## src/design/sqmf_pkg.sv

```systemverilog
package sqmf_pkg;

	localparam int PIX_W = 8;
	localparam int TAG_COORD_W = 10;
	localparam int HALF_DIVISOR = 2;

	// The queue between the front and back parts.
	localparam int QUEUE_DEPTH = 4;
	localparam int QPTR_W = 2;
	localparam int QCNT_W = 3;
	localparam logic [QCNT_W:0] QUEUE_LIMIT = 4'd4;

	// Register indexes on the configuration port.
	localparam logic [1:0] REG_WIDTH = 2'd0;
	localparam logic [1:0] REG_HEIGHT = 2'd1;
	localparam logic [1:0] REG_WINDOW = 2'd2;

	localparam logic [10:0] RESET_WIDTH = 11'd1024;
	localparam logic [10:0] RESET_HEIGHT = 11'd1024;
	localparam logic [2:0] RESET_WINDOW = 3'd3;

	typedef struct packed {
		logic [TAG_COORD_W-1:0] col;
		logic [TAG_COORD_W-1:0] row;
		logic last;
	} tag_t;

	typedef struct packed {
		logic [QCNT_W-1:0] count;
		logic empty;
		logic full;
	} q_stat_t;

endpackage

```

## src/design/sqmf_back.sv

```systemverilog
module sqmf_back
	import sqmf_pkg::*;
#(
	parameter int MAX_WINDOW = 5,
	localparam int N = MAX_WINDOW * MAX_WINDOW,
	localparam int RKW = $clog2(N),
	localparam int QW = N * PIX_W + N + RKW + $bits(tag_t)
) (
	input logic clk,
	input logic arst_n,
	input q_stat_t q_stat,
	input logic [QW-1:0] q_data,
	output logic pop,
	output logic out_valid,
	input logic out_ready,
	output logic [PIX_W-1:0] out_median,
	output tag_t out_tag
);
	tag_t tag_in;
	logic [RKW-1:0] target_in;
	logic [N-1:0] mask_in;
	logic [N*PIX_W-1:0] win_in;
	logic [N-1:0] lt [N];
	logic en;

	logic b1_v_s1, b2_v_s2, out_v_q;
	logic [N*PIX_W-1:0] win_s1, win_s2;
	logic [N-1:0] mask_s1, mask_s2;
	logic [RKW-1:0] target_s1, target_s2;
	tag_t tag_s1, tag_s2;
	logic [N-1:0] lt_s1 [N];
	logic [RKW-1:0] rank_s2 [N];
	logic [PIX_W-1:0] sel;
	logic [PIX_W-1:0] med_q;
	tag_t tag_q;

	assign {tag_in, target_in, mask_in, win_in} = q_data;
	assign en = !out_v_q || out_ready;
	assign pop = en && !q_stat.empty;

	// Element i's rank is the count of window elements ordered before it;
	// ties are broken by position, so every rank occurs exactly once.
	always_comb begin
		for (int i = 0; i < N; i++) begin
			for (int j = 0; j < N; j++) begin
				lt[i][j] = mask_in[j] && ((win_in[j*PIX_W +: PIX_W] < win_in[i*PIX_W +: PIX_W])
					|| ((win_in[j*PIX_W +: PIX_W] == win_in[i*PIX_W +: PIX_W]) && (j < i)));
			end
		end
	end

	always_comb begin
		sel = '0;
		for (int i = 0; i < N; i++) begin
			if (mask_s2[i] && (rank_s2[i] == target_s2)) begin
				sel = sel | win_s2[i*PIX_W +: PIX_W];
			end
		end
	end

	always_ff @(posedge clk or negedge arst_n) begin
		if (!arst_n) begin
			b1_v_s1 <= 1'b0;
			b2_v_s2 <= 1'b0;
			out_v_q <= 1'b0;
		end else if (en) begin
			b1_v_s1 <= pop;
			b2_v_s2 <= b1_v_s1;
			out_v_q <= b2_v_s2;
		end
	end

	always_ff @(posedge clk) begin
		if (en) begin
			win_s1 <= win_in;
			mask_s1 <= mask_in;
			target_s1 <= target_in;
			tag_s1 <= tag_in;
			lt_s1 <= lt;
			win_s2 <= win_s1;
			mask_s2 <= mask_s1;
			target_s2 <= target_s1;
			tag_s2 <= tag_s1;
			for (int i = 0; i < N; i++) begin
				rank_s2[i] <= RKW'($countones(lt_s1[i]));
			end
			med_q <= sel;
			tag_q <= tag_s2;
		end
	end

	assign out_valid = out_v_q;
	assign out_median = med_q;
	assign out_tag = tag_q;
endmodule

```

## config.mk

```make
export PLATFORM = sky130hd
export DESIGN_NAME = sqmf_back
export DESIGN_NICKNAME = d
export VERILOG_FILES = /design/src/design/sqmf_pkg.sv /design/src/design/sqmf_back.sv
export SDC_FILE = /design/constraint.sdc
export NUM_CORES = 2
export LEC_CHECK = 0
export BUFFER_PORTS_ARGS = -buffer_cell sky130_fd_sc_hd__buf_2
export CAP_MARGIN = 20
export CELL_PAD_IN_SITES_DETAIL_PLACEMENT = 0
export CELL_PAD_IN_SITES_GLOBAL_PLACEMENT = 1
export CORE_UTILIZATION = 54
export CTS_BUF_LIST = sky130_fd_sc_hd__clkbuf_2
export DETAILED_ROUTE_END_ITERATION = 16
export PLACE_DENSITY = 0.89
export SLEW_MARGIN = 0
export SYNTH_ARGS = -nofsm -noshare
export SYNTH_HDL_FRONTEND = slang
export SYNTH_SLANG_ARGS = --single-unit
```

## constraint.sdc

```tcl
create_clock -name clk -period 46.4 [get_ports clk]
set_input_delay 2.32 -clock clk [delete_from_list [all_inputs] [get_ports clk]]
set_output_delay 2.32 -clock clk [all_outputs]
set_load 0.01 [all_outputs]
```

==> results by group <==
Synthesis
  – Post-Syn Instances: 10,190
  – Register area share after synthesis: 0.3296
  – Area share of fa/ha/maj cells after synthesis: 0.3901
  – Simple-gate area share of the yosys netlist: 0.1158
  – Main combinational cell family by area after synthesis: adder cells
  – Xor and xnor area share after synthesis: 0.01363
  – Number of synthesized flops with an enable pin: around 1,300
  – Mux cell area share after synthesis: 0
  – Leading area contributor after synthesis: edfxtp_1
  – Synthesized area: 114,600 um2
  – Syn avg cell area: 11.25 um2
  – Post-synth top area share: 0.3290
  – Flops & latches, synth: 1,259
  – Yosys warns: 0
  – Top_reg_cell synth: edfxtp_1
  – Cell with the most instances after synthesis: ha_1
  – Compound-Gate Fraction of Synth Area: 0.1076
  – Top cells by area, synth: edfxtp_1 33%, ha_1 31%, fa_1 8.2%
  – Commonest cells in the netlist: 2,819 x ha_1, 1,256 x edfxtp_1, 1,211 x inv_1
  – Yosys cell types: 51
  – FFs w/ async S/R, synth: 0.002383

Detailed routing
  – Total Wirelength: 489.9 mm
  – Iteration-0 DRC Markers: 15,131
  – DR vias: 95,314
  – # DRC: 0
  – Drt pass-1 iters: 9
  – Detail Route Antenna Nets: 0
  – Wire per inst: 34.92 um
  – Vias per cell: 6.794

Run status
  – Status: complete, no violations

Clock tree
  – Bufs on Longest Clock Path: 4
  – Post-CTS setup buffers: 0
  – Num CTS Buffers: 340
  – Htree depth: 5
  – CTS tree: done
  – Root Driver: clkbuf_2
  – Clock transition at path regs: around 100 ps
  – # resized after CTS: 0
  – Cts hold-fix bufs: 0
  – Latest clock arrival within the worst-skew pair: 1980 ps
  – Clock sinks: 1,259

GRT
  – Vias in the first global route: approximately 90,000
  – Met3 track demand over resource: 0.1410
  – First-pass GRT wire length: 666.5 mm
  – Gr busiest metal: met2
  – Met2 Usage GRT: 0.6275
  – Grt total ovfl: 0
  – GR Util met1: 0.5629
  – Largest net degree at the start of global routing: between 100 and 150
  – Initial antenna violation count: 72
  – Total Routing Usage GR: 0.4468

Placement
  – Post-detail-place hpwl: 338.7 mm
  – Port buffer count: 285
  – Placed inst area: 120,800 um2
  – GP Congestion: 1.046

Hold path
  – Hold WC Path Type: reg -> reg

Critical path
  – Arrival time at the worst endpoint: 3130 ps
  – Crit path required time: 44,080 ps
  – Crit path top cell by count: buf_2
  – CP delay by family, top: simple AND/OR/NAND/NOR gates
  – Startpoint Class: input pin
  – Crit-path cells: buf_2 -> nor2b_1 -> nor2_1 -> buf_2
  – Maximum fanout along the worst path: 4
  – Max incr delay on CP: 430 ps
  – Buf/Inv on CP: 2
  – CP Class: in -> out
  – Crit end category: output port
  – CP max stage cell: nor2b_1

Die
  – # IOs: 290
  – Die extent in x: between 400 and 500 um
  – Die height: 462.8 um
  – Initial Util: 0.5454
  – Die area: 214,200 um2
  – Core footprint: 210,200 um2
  – Rows: 168

Cells and area
  – Design area: 123,800 um2
  – Fill count: roughly 17,000
  – Share of cells above drive strength 1: 0.09100
  – Layout area overhead: 8.024%
  – Fin nets: 14,516

Timing
  – Slew Limit Fails: 0
  – Endpoints failing setup: 0
  – RSZ-0062 raised after global routing: no
  – Final Critical Period: 5448 ps
  – Slew headroom: 0.1402
  – Fmax: 183.6 MHz
  – Final hold vios: 0
  – Final period utilization: 0.1174
  – Clock skew: 253.2 ps
  – Worst-Margin Slew: roughly 1300 ps
  – Setup TNS: 0 ps

Flow run
  – Maxcap violations: 0

Pwr
  – LEAKAGE: 58.33 nW
  – Maximum VDD drop: 0.00008226 V
  – PwrDens: 64.40 nW/um2
-- routing by layer --
metal	up-vias	share of wire
met2	7950	0.40
li1	39405	-
met5	-	0.00021
met3	2159	0.15
met4	18	0.099
met1	45782	0.35
-- state kept, by name, indices dropped and copies added, names as in the netlist, 8 cells and up --
signal      count
win_s2        200
out_tag        21
lt_s1         600
mask_s2        25
tag_s2         21
mask_s1        25
win_s1        200
tag_s1         21
rank_s2       125
out_median      8
-- layout make-up --
cell class | count | area [um2] | share of cell area
Tap cell | 2805 | 3510 | 0.02834
Clock inverter | 121 | 705.7 | 0.005698
Timing Repair Buffer | 496 | 3063 | 0.02473
Clock buffer | 442 | 2212 | 0.01786
Multi-Input combinational cell | 7656 | 71910 | 0.5806
Inverter | 1213 | 4561 | 0.03683
Antenna cell | 38 | 95.09 | 0.0007678
Sequential cell | 1259 | 37790 | 0.3052
-- cell usage in the layout (no fill, tap or decap), types with 197 or more instances in the layout --
master	n
ha_1	2819
nand4_1	553
clkbuf_2	442
buf_2	285
fa_1	472
edfxtp_1	1256
inv_1	1186
o21ai_0	528
nand2b_1	224
a21oi_1	620
nor2b_1	623
o22a_1	216
a21o_1	197
buf_4	208
and2_1	292
nor2_1	215
o21a_1	244
-- report_power, final --
part	internal, mW	switching, mW	total, mW
logic	2.09	2.98	5.07
clock network	0.305	0.512	0.816
registers	1.94	0.148	2.09
total	4.34	3.64	7.98
-- cell families after synthesis --
family,count (synthesis)
and+or+nand+nor,2205
other,1
DFF,1259
xor gates and xnor gates,175
adders and majority gates,3291
AOI/OAI and AO/OA,1983
buffers and inverters,1276
-- path summary, 6_finish.rpt --
check                      startpoint            end  slack [ps]  depth (start not counted)
max reg2reg                lt_s1[197]  rank_s2[1][8]       41150                         10
max                         out_ready            pop       40950                          4
min reg2reg                win_s1[83]     win_s2[83]         180                          0
max in group asynchronous      arst_n      out_valid       45930                          1
min in group asynchronous      arst_n        b1_v_s1         350                          1
min                        win_s1[83]     win_s2[83]         180                          0
-- per-stage QoR --
stage	std cells	util	hold WS [ps]	power (mW)	setup WS (ps)
floorplan	10191	-	400.3	5.753	18140
global placement	13425	0.5744	400.8	6.769	39610
detailed placement	13426	0.5746	404.5	7.030	39460
CTS	13989	0.5884	186.5	7.868	40930
global route	13996	0.5888	167.8	8.671	40880
finish	14030	0.5892	184.9	7.976	40950
(Power assumes the default switching activity.)
