--- src/design/sqmf_pkg.sv ---
package sqmf_pkg;

	localparam int PIX_W = 8;
	localparam int TAG_COORD_W = 10;
	localparam int HALF_DIVISOR = 2;

	// The queue between the front and back parts.
	localparam int QUEUE_DEPTH = 4;
	localparam int QPTR_W = 2;
	localparam int QCNT_W = 3;
	localparam logic [QCNT_W:0] QUEUE_LIMIT = 4'd4;

	// Register indexes on the configuration port.
	localparam logic [1:0] REG_WIDTH = 2'd0;
	localparam logic [1:0] REG_HEIGHT = 2'd1;
	localparam logic [1:0] REG_WINDOW = 2'd2;

	localparam logic [10:0] RESET_WIDTH = 11'd1024;
	localparam logic [10:0] RESET_HEIGHT = 11'd1024;
	localparam logic [2:0] RESET_WINDOW = 3'd3;

	typedef struct packed {
		logic [TAG_COORD_W-1:0] col;
		logic [TAG_COORD_W-1:0] row;
		logic last;
	} tag_t;

	typedef struct packed {
		logic [QCNT_W-1:0] count;
		logic empty;
		logic full;
	} q_stat_t;

endpackage

--- src/design/sqmf_queue.sv ---
module sqmf_queue
	import sqmf_pkg::*;
#(
	parameter int WIDTH = 8
) (
	input logic clk,
	input logic arst_n,
	input logic push,
	input logic [WIDTH-1:0] wdata,
	input logic pop,
	output logic [WIDTH-1:0] rdata,
	output q_stat_t stat
);
	logic [WIDTH-1:0] mem_q [QUEUE_DEPTH];
	logic [QPTR_W-1:0] wptr_q, rptr_q;
	logic [QCNT_W-1:0] cnt_q;

	always_ff @(posedge clk or negedge arst_n) begin
		if (!arst_n) begin
			wptr_q <= '0;
			rptr_q <= '0;
			cnt_q <= '0;
		end else begin
			if (push) begin
				wptr_q <= wptr_q + 1'b1;
			end
			if (pop) begin
				rptr_q <= rptr_q + 1'b1;
			end
			if (push && !pop) begin
				cnt_q <= cnt_q + 1'b1;
			end else if (pop && !push) begin
				cnt_q <= cnt_q - 1'b1;
			end
		end
	end

	always_ff @(posedge clk) begin
		if (push) begin
			mem_q[wptr_q] <= wdata;
		end
	end

	assign rdata = mem_q[rptr_q];

	always_comb begin
		stat.count = cnt_q;
		stat.empty = (cnt_q == '0);
		stat.full = ({1'b0, cnt_q} == QUEUE_LIMIT);
	end
endmodule

--- config.mk ---
export PLATFORM = sky130hd
export DESIGN_NAME = sqmf_queue
export DESIGN_NICKNAME = d
export VERILOG_FILES = /design/src/design/sqmf_pkg.sv /design/src/design/sqmf_queue.sv
export SDC_FILE = /design/constraint.sdc
export NUM_CORES = 1
export LEC_CHECK = 0
export BUFFER_PORTS_ARGS = -buffer_cell sky130_fd_sc_hd__buf_2
export CELL_PAD_IN_SITES_DETAIL_PLACEMENT = 1
export CELL_PAD_IN_SITES_GLOBAL_PLACEMENT = 2
export CORE_ASPECT_RATIO = 0.7
export CORE_MARGIN = 2
export CORE_UTILIZATION = 44
export DETAILED_ROUTE_END_ITERATION = 16
export GPL_ROUTABILITY_DRIVEN = 0
export PLACE_DENSITY = 0.87
export SLEW_MARGIN = 10
export SYNTH_ARGS = -nofsm -noshare
export SYNTH_HDL_FRONTEND = slang
export SYNTH_SLANG_ARGS = --single-unit
--- constraint.sdc ---
create_clock -name clk -period 2.15 [get_ports clk]
set_clock_uncertainty 0.1 [all_clocks]
set_input_delay 0.1075 -clock clk [delete_from_list [all_inputs] [get_ports clk]]
set_output_delay 0.1075 -clock clk [all_outputs]
set_load 0.005 [all_outputs]
==> results of run 1 <==
kinds of logic after synthesis:
group	count (synthesis)	share of synthesized area [%]
AO/OA/AOI/OAI	1	0.323
XOR/XNOR	6	3.40
adder cells (fa/ha/maj)	6	5.34
buffers and inverters	6	2.02
flip-flops	39	73.4
multiplexers	9	12.4
AND/OR/NAND/NOR	9	3.15
synthesized netlist by cell type:
library cell	instances	area share [%]
edfxtp_1	32	62
mux2_2	1	0.73
buf_6	1	0.73
inv_1	4	0.97
buf_2	1	0.32
nor3b_1	1	0.49
dfrtp_1	7	11
fa_1	1	1.3
nor2_1	1	0.24
o21ai_0	1	0.32
mux4_2	8	12
nand2_1	2	0.49
xor2_1	4	2.3
xnor2_1	2	1.1
and2_1	4	1.6
nor3_1	1	0.32
ha_1	5	4.0
layer usage:
layer  up-vias  global-route usage [%]
met5         -                       0
met4         0                    7.74
met3         4                    5.99
met2        18                    31.4
met1       412                    21.4
li1        368                       -
where the power goes:
part	total (W)	internal (W)	leakage, nW	switching [W]
Sequential	0.00117	0.00101	0.376	0.000154
Combinational	0.000672	0.000375	0.310	0.000297
Clock	0.000580	0.000339	0.0556	0.000241
flip-flops by register name, indices dropped and copies added, names as in the netlist:
name / flops
mem_q: 32
cnt_q: 3
rptr_q: 2
wptr_q: 2
cell type report:
class	count	area share, %
Multi-Input combinational cell	31	19.7
Tap cell	47	3.04
Clock inverter	3	2.00
Sequential cell	39	58.7
Clock buffer	5	3.56
Inverter	4	0.776
Timing Repair Buffer	36	12.3
critical path, cell delays in order (launching register included):
cell and delay [ns]:
dfrtp_1 0.48, buf_4 0.24, mux4_2 0.52, buf_2 0.15
path summary, 6_finish.rpt:
| kind | startpoint | endpoint | slack (ns) |
|---|---|---|---|
| max | rptr_q[0] | rdata[6] | 0.28 |
| min | arst_n | wptr_q[0] | 0.09 |
| max reg2reg | wptr_q[0] | mem_q[0][0] | 0.54 |
| min reg2reg | cnt_q[2] | cnt_q[2] | 0.41 |
| max in group asynchronous | arst_n | cnt_q[0] | 1.70 |
| min in group clk | cnt_q[2] | cnt_q[2] | 0.41 |
per-stage QoR:
stage	hold WS, ns	cells	util (%)	power, W
finish	0.0872	165	59.5	0.00242
global route	0.106	165	59.5	0.00257
global placement	-0.144	146	52.8	0.00180
CTS	0.0756	165	59.5	0.00245
floorplan	-0.288	76	-	0.00157
detailed placement	-0.143	146	52.8	0.00185
==> flow_summary.ini, run 1 <==
[global_routing]
grt_pass1_wl_mm = 4.84
grt_max_degree = 13
first_global_vias = 916
grt.overflow.total = 0
grt_usage_pct = 18.3
antenna_found_initial = 0

[cts]
clk-insertion-delay-late_ns = 0.28
cts.path.max_buffers = 2
cts-root-buf = clkbuf_8
cts.sinks = 39
cts_setup_buffers = 0
hold_buffers = 11
cts.clk_slew.worst_paths_ns = 0.07
cts_tree = done
h-tree-depth = 2
numCtsBuffers = 5
cts_resized = 0

[critical_path]
worstPathMaxFanout = 6
crit_required_ns = 1.94
crit_path_end_kind = primary output
startpoint_type = flip-flop
worst_ep_arrival_time_ns = 1.67
r2r_cells = 3
worstSetupPathType = flip-flop to primary output

[sta]
rsz0062_at_grt = no
final_max_slew_viol_count = 0
hold_violations = 0
finalSetupViolCount = 0
slew_headroom_pct = 67.0
timing.fmax_mhz = 533
setup_ws_ns = 0.275
fin_crit_ns = 1.87
tightest_slew_ns = 0.494
timing.final.crit_share_pct = 87.2
setup-tns-final_ns = 0

[floorplanning]
die_area_um2 = 4020
coreArea_um2 = 3250
pin_count = 25
start_util_pct = 47.6
die_y_um = 53.6
rows = 17
die_width_um = 74.9

[routing]
drtIter0Drc = 29
dr_wl_met3_um = 151
route.detailed.drc = 0
wire_per_inst_um = 17.9
routed.top_layer = met4
routed_wl_mm = 2.96
drtAntennaViolNets = 0
wl_met1_mm = 1.21
dr.pass1.iters = 4
vias = 802
wl_met2_mm = 1.56
viasPerCell = 4.86

[final_layout]
multi_input_area_um2 = 380
syn2layout_area_growth_pct = 25.1
drive_gt1_share_pct = 34.7
layout_common_cells = 32 x edfxtp_1, 24 x buf_2, 11 x dlygate4sd3_1
mostFrequentLayoutCell = edfxtp_1
final_nets = 135
num-fill-cells = 297
diodes = 0
register_area_um2 = 1140
final_area_um2 = 1940

[synthesis]
synthCells = 76
ys_seq_area_share_pct = 73.4
synth.cell_area_um2 = 1550
syn_area_per_cell_um2 = 20.4
synthDistinctLibCells = 17
synth_nets = 94
ys_warn_count = 0
ys_seq_elements = 39

[worst_hold_path]
min_path_type = input pin to asynchronous set/reset pin

[placed_design]
pre_cts_ws_ns = 0.582
place_area_um2 = 1720
dp_hpwl_mm = 1.96
portBuffers = 24

[run_status]
status = complete, no violations

[power_and_ir_drop]
power_leakage_nw = 0.742
peakVddDrop_uv = 760
p_per_area_nw_per_um2 = 1250

[flow_run]
drv_cap = 0
No activity file was read; power rests on OpenSTA's default activity.
==> run 2: changes to the inputs <==
Settings changed: SETUP_SLACK_MARGIN set to 0.5.
==> run 2 against run 1 <==
Compared with the run above: power rose by 1.3%; critical endpoint is now rdata[2]; flip-flop and latch count unchanged; clock-buffer cell count is the same; fmax grew 13%; global-route usage is 0.50 points lower; via count is 0.62% higher; critical path type unchanged; worst setup slack better by 0.22 ns; wire length grew 1.0%; combinational power up 6.1%.
==> flow_summary.ini, run 2 (synthesis gave the netlist of run 1 again) <==
[run_status]
status = complete, no violations

[floorplanning]
coreArea_um2 = 3250
start_util_pct = 47.6
die_width_um = 74.9
pin_count = 25
die_area_um2 = 4020
die_y_um = 53.6
rows = 17

[sta]
fin_crit_ns = 1.66
timing.final.crit_share_pct = 77.0
worst_hold_slack_ns = 0.0387
tightest_slew_ns = 0.467
timing.fmax_mhz = 604
slew_headroom_pct = 68.8
finalSetupViolCount = 0
rsz0062_at_grt = yes
final_max_slew_viol_count = 0
hold_violations = 0
setup-tns-final_ns = 0

[power_and_ir_drop]
peakVddDrop_uv = 756
p_per_area_nw_per_um2 = 1240
power_leakage_nw = 0.757

[routing]
drtAntennaViolNets = 0
viasPerCell = 4.80
drtIter0Drc = 46
routed_wl_mm = 2.99
route.detailed.drc = 0
vias = 807
wire_per_inst_um = 17.8
dr.pass1.iters = 4

[placed_design]
portBuffers = 24
place_area_um2 = 1720
dp_hpwl_mm = 1.96

[final_layout]
fin_util_pct = 60.6
final_nets = 138
diodes = 0
layout_common_cells = 32 x edfxtp_1, 24 x buf_2, 13 x dlygate4sd3_1
syn2layout_area_growth_pct = 27.3
mostFrequentLayoutCell = edfxtp_1
drive_gt1_share_pct = 37.2
largest_register_ffs = 32
num-fill-cells = 294
reg_top3 = mem_q x32, cnt_q x3
largest_register = mem_q
final_area_um2 = 1970

[critical_path]
crit_path_end_kind = primary output
crit_required_ns = 1.94
cp_slowest_cell = mux4_2
critPathLaunch = rptr_q[0]
critPathBufInv = 2
path_cells = buf_6 -> mux4_2 -> buf_2
worst_ep_arrival_time_ns = 1.45
crit_family = multiplexers
r2r_start = wptr_q[1]
startpoint_type = flip-flop
cpPeakStageDelay_ns = 0.50
worstSetupPathType = flip-flop to primary output
worstPathMaxFanout = 6

[global_routing]
grt.overflow.total = 0
grt_pass1_wl_mm = 4.77
antenna_found_initial = 0
first_global_vias = 909
grt_max_degree = 13
grt_usage_pct = 17.8

[cts]
cts.sinks = 39
h-tree-depth = 2
cts.clk_slew.worst_paths_ns = 0.07
numCtsBuffers = 5
cts.path.max_buffers = 2
cts-root-buf = clkbuf_8
cts_tree = done
clk-insertion-delay-late_ns = 0.28

[worst_hold_path]
min_path_type = input pin to flip-flop
hp-start = push

[flow_run]
drv_cap = 0
-- run 2: path summary, 6_finish.rpt --
kind	end	slack, ns	cells past startpoint
hold / removal	wptr_q[1]	0.04	3
setup reg to reg	mem_q[1][0]	0.65	3
hold reg to reg	cnt_q[2]	0.41	1
min in group asynchronous	wptr_q[0]	0.09	2
setup / recovery	rdata[2]	0.49	3
max in group asynchronous	rptr_q[0]	1.67	2
-- run 2: what timing repair did --
item	4_1_cts	5_1_grt
hold buffers	13	0
buffers inserted	1	0
gates resized for setup	2	2
endpoints found under the setup margin	8	24
pin swaps	0	0
endpoints found under the hold margin	41	0
-- run 2: final cells by class --
cell class                      instances  area [µm²]  area share (%)
Timing Repair Buffer                   39         269            13.7
Sequential cell                        39        1140            57.7
Inverter                                4        15.0           0.762
Clock buffer                            5        68.8            3.49
Tap cell                               47        58.8            2.98
Clock inverter                          3        38.8            1.97
Multi-Input combinational cell         31         383            19.4
-- run 2: power by group --
group	internal [W]	switching, W
clock	0.000340	0.000244
combinational	0.000398	0.000315
sequential	0.00102	0.000139
-- run 2: per-stage QoR --
step	setup slack (ns)	cells	power [W]
after floorplan	0.727	76	0.00157
after global placement	0.611	146	0.00180
after detailed placement	0.582	146	0.00185
after CTS	0.473	168	0.00248
after global routing	0.434	168	0.00260
final	0.494	168	0.00245
-- run 2: worst min-delay path, cell delays in order --
cell and delay, ns:
buf_2 0.15, nand2_1 0.06, o21ai_0 0.06
-- run 2: routing by layer --
metal / track usage, % / routed length [µm]
met4: 4.76 / 13
met3: 5.99 / 133
met2: 30.8 / 1550
met5: 0 / 0
met1: 21.6 / 1290
==> run 3: changes to the inputs <==
Settings changed: CORE_UTILIZATION 44 to 37, PLACE_DENSITY 0.87 to 0.79.
Clock period 2.15 ns to 1.5 ns, I/O delays scaled along.
==> run 3 against run 2 <==
Compared with the run above: flip-flop and latch count unchanged; combinational power increased by 110%; largest cell class unchanged; sequential power increased by 44%; via count increased by 4.2%; critical endpoint is now rdata[3]; clock power increased by 17%; the run now ends with negative setup slack left.
==> flow_summary.ini, run 3 (synthesis gave the netlist of run 1 again) <==
[critical_path]
worstSetupPathType = flip-flop to primary output
worstPathMaxFanout = 8
crit_path_end_kind = primary output
startpoint_type = flip-flop
r2r_cells = 4
worst_ep_arrival_time_ns = 1.48
r2r_start = cnt_q[1]
ff2ff_setup_slack_ns = 0.09
crit_required_ns = 1.32
r2r_end = cnt_q[2]

[global_routing]
grt_max_degree = 13
first_global_vias = 893
grt_usage_pct = 14.1
antenna_found_initial = 0
grt_pass1_wl_mm = 4.58
grt.overflow.total = 0

[cts]
numCtsBuffers = 5
h-tree-depth = 2
cts_tree = done
cts.sinks = 39
clk-insertion-delay-late_ns = 0.29
cts.clk_slew.worst_paths_ns = 0.07
cts-root-buf = clkbuf_8
cts.path.max_buffers = 2

[final_layout]
syn2layout_area_growth_pct = 37.4
reg_top3 = mem_q x32, cnt_q x3
num-fill-cells = 374
register_area_um2 = 1140
drive_gt1_share_pct = 55.5
diodes = 0
final_nets = 145
mostFrequentLayoutCell = edfxtp_1
largest_register_ffs = 32
multi_input_area_um2 = 460
largest_register = mem_q
final_area_um2 = 2130
layout_common_cells = 32 x edfxtp_1, 23 x buf_2, 10 x dlygate4sd3_1
fin_cells = 180

[routing]
dr_wl_met3_um = 138
routed_wl_mm = 2.79
route.detailed.drc = 0
wire_per_inst_um = 15.5
wl_met1_mm = 1.20
viasPerCell = 4.67
wl_met2_mm = 1.42
dr.pass1.iters = 4
vias = 841
drtIter0Drc = 43
drtAntennaViolNets = 0
routed.top_layer = met4

[sta]
timing.final.crit_share_pct = 111
setup-tns-final_ns = -1.13
worst_hold_slack_ns = 0.0414
rsz0062_at_grt = yes
fin_crit_ns = 1.66
hold_violations = 0
final_max_slew_viol_count = 0
tightest_slew_ns = 0.248
timing.fmax_mhz = 603
slew_headroom_pct = 83.5
finalSetupViolCount = 8
setup_ws_ns = -0.158

[floorplanning]
rows = 19
coreArea_um2 = 3970
pin_count = 25
die_width_um = 81.3
die_area_um2 = 4720
start_util_pct = 39.0
die_y_um = 58.1

[power_and_ir_drop]
pwr-share-clk_pct = 17.7
power_leakage_nw = 0.807
netSwitchingFraction_pct = 29.7
power.share.combinational_pct = 39.2
peakVddDrop_uv = 1030
p_per_area_nw_per_um2 = 1810
p_switching_w = 0.00114
power_frac_seq_pct = 43.1
p_int_w = 0.00270

[placed_design]
pre_cts_ws_ns = 0.0210
place_area_um2 = 1770
portBuffers = 24
dp.cells = 152
dp_hpwl_mm = 1.76

[run_status]
violations = negative setup slack
status = finished with violations

[worst_hold_path]
min_path_type = input pin to asynchronous set/reset pin

[flow_run]
drv_cap = 0
[run 3: changes by cell type in the layout (fill, tap and decap cells not counted), sizes merged]
cell / change
clkbuf: +1
clkinvlp: +1
bufinv: -1
clkinv: -1
dlygate4sd3: -3
buf: +10
[run 3: power by group through the flow]
stage | clock (W) | combinational [W] | sequential [W]
after floorplan | 0 | 0.000719 | 0.00159
after global placement | 0 | 0.00102 | 0.00167
after detailed placement | 0 | 0.00105 | 0.00169
after CTS | 0.000696 | 0.00139 | 0.00164
after global routing | 0.000753 | 0.00166 | 0.00169
final | 0.000681 | 0.00151 | 0.00166
[run 3: how the worst max path moves through the flow]
stage | from | endpoint | slack [ns] | cells past startpoint
after floorplan | cnt_q[1] | cnt_q[2] | 0.16 | 4
after global placement | pop | cnt_q[2] | 0.08 | 8
after detailed placement | pop | cnt_q[2] | 0.02 | 8
after CTS | rptr_q[0] | rdata[3] | -0.18 | 3
after global routing | rptr_q[0] | rdata[3] | -0.23 | 3
final | rptr_q[0] | rdata[3] | -0.16 | 3
[run 3: layer usage]
metal  vias up  track usage [%]
met1       429             17.7
met4         0             4.36
met2        18             22.0
met5         -                0
met3         5             6.54
li1        389                -
[run 3: per-stage QoR]
step / util [%] / total power [W]
global placement: 44.6 / 0.00270
floorplan: - / 0.00231
detailed placement: 44.6 / 0.00274
finish: 53.6 / 0.00385
global route: 53.6 / 0.00410
CTS: 52.1 / 0.00372
[run 3: layout make-up]
cell class                 instances  area share (%)
timing repair buffer              46            16.9
inverter                           4           0.824
tap                               52            3.06
multi-input combinational         31            21.6
clock buffer                       6            3.41
clock inverter                     2           0.588
sequential                        39            53.6
[run 3: timing repair]
| action | in CTS | in global routing |
|---|---|---|
| hold buffers | 10 | 0 |
| resized for setup | 15 | 9 |
| cloned | 0 | 0 |
| endpoints found under the setup margin | 48 | 50 |
| pin swaps | 5 | 4 |
| buffers inserted | 7 | 3 |
| endpoints found under the hold margin | 41 | 0 |
[run 3: worst max-delay path: stages, from the launching register on]
cell,delay (ns)
dfrtp_1,0.39
buf_12,0.15
mux4_2,0.50
buf_2,0.14
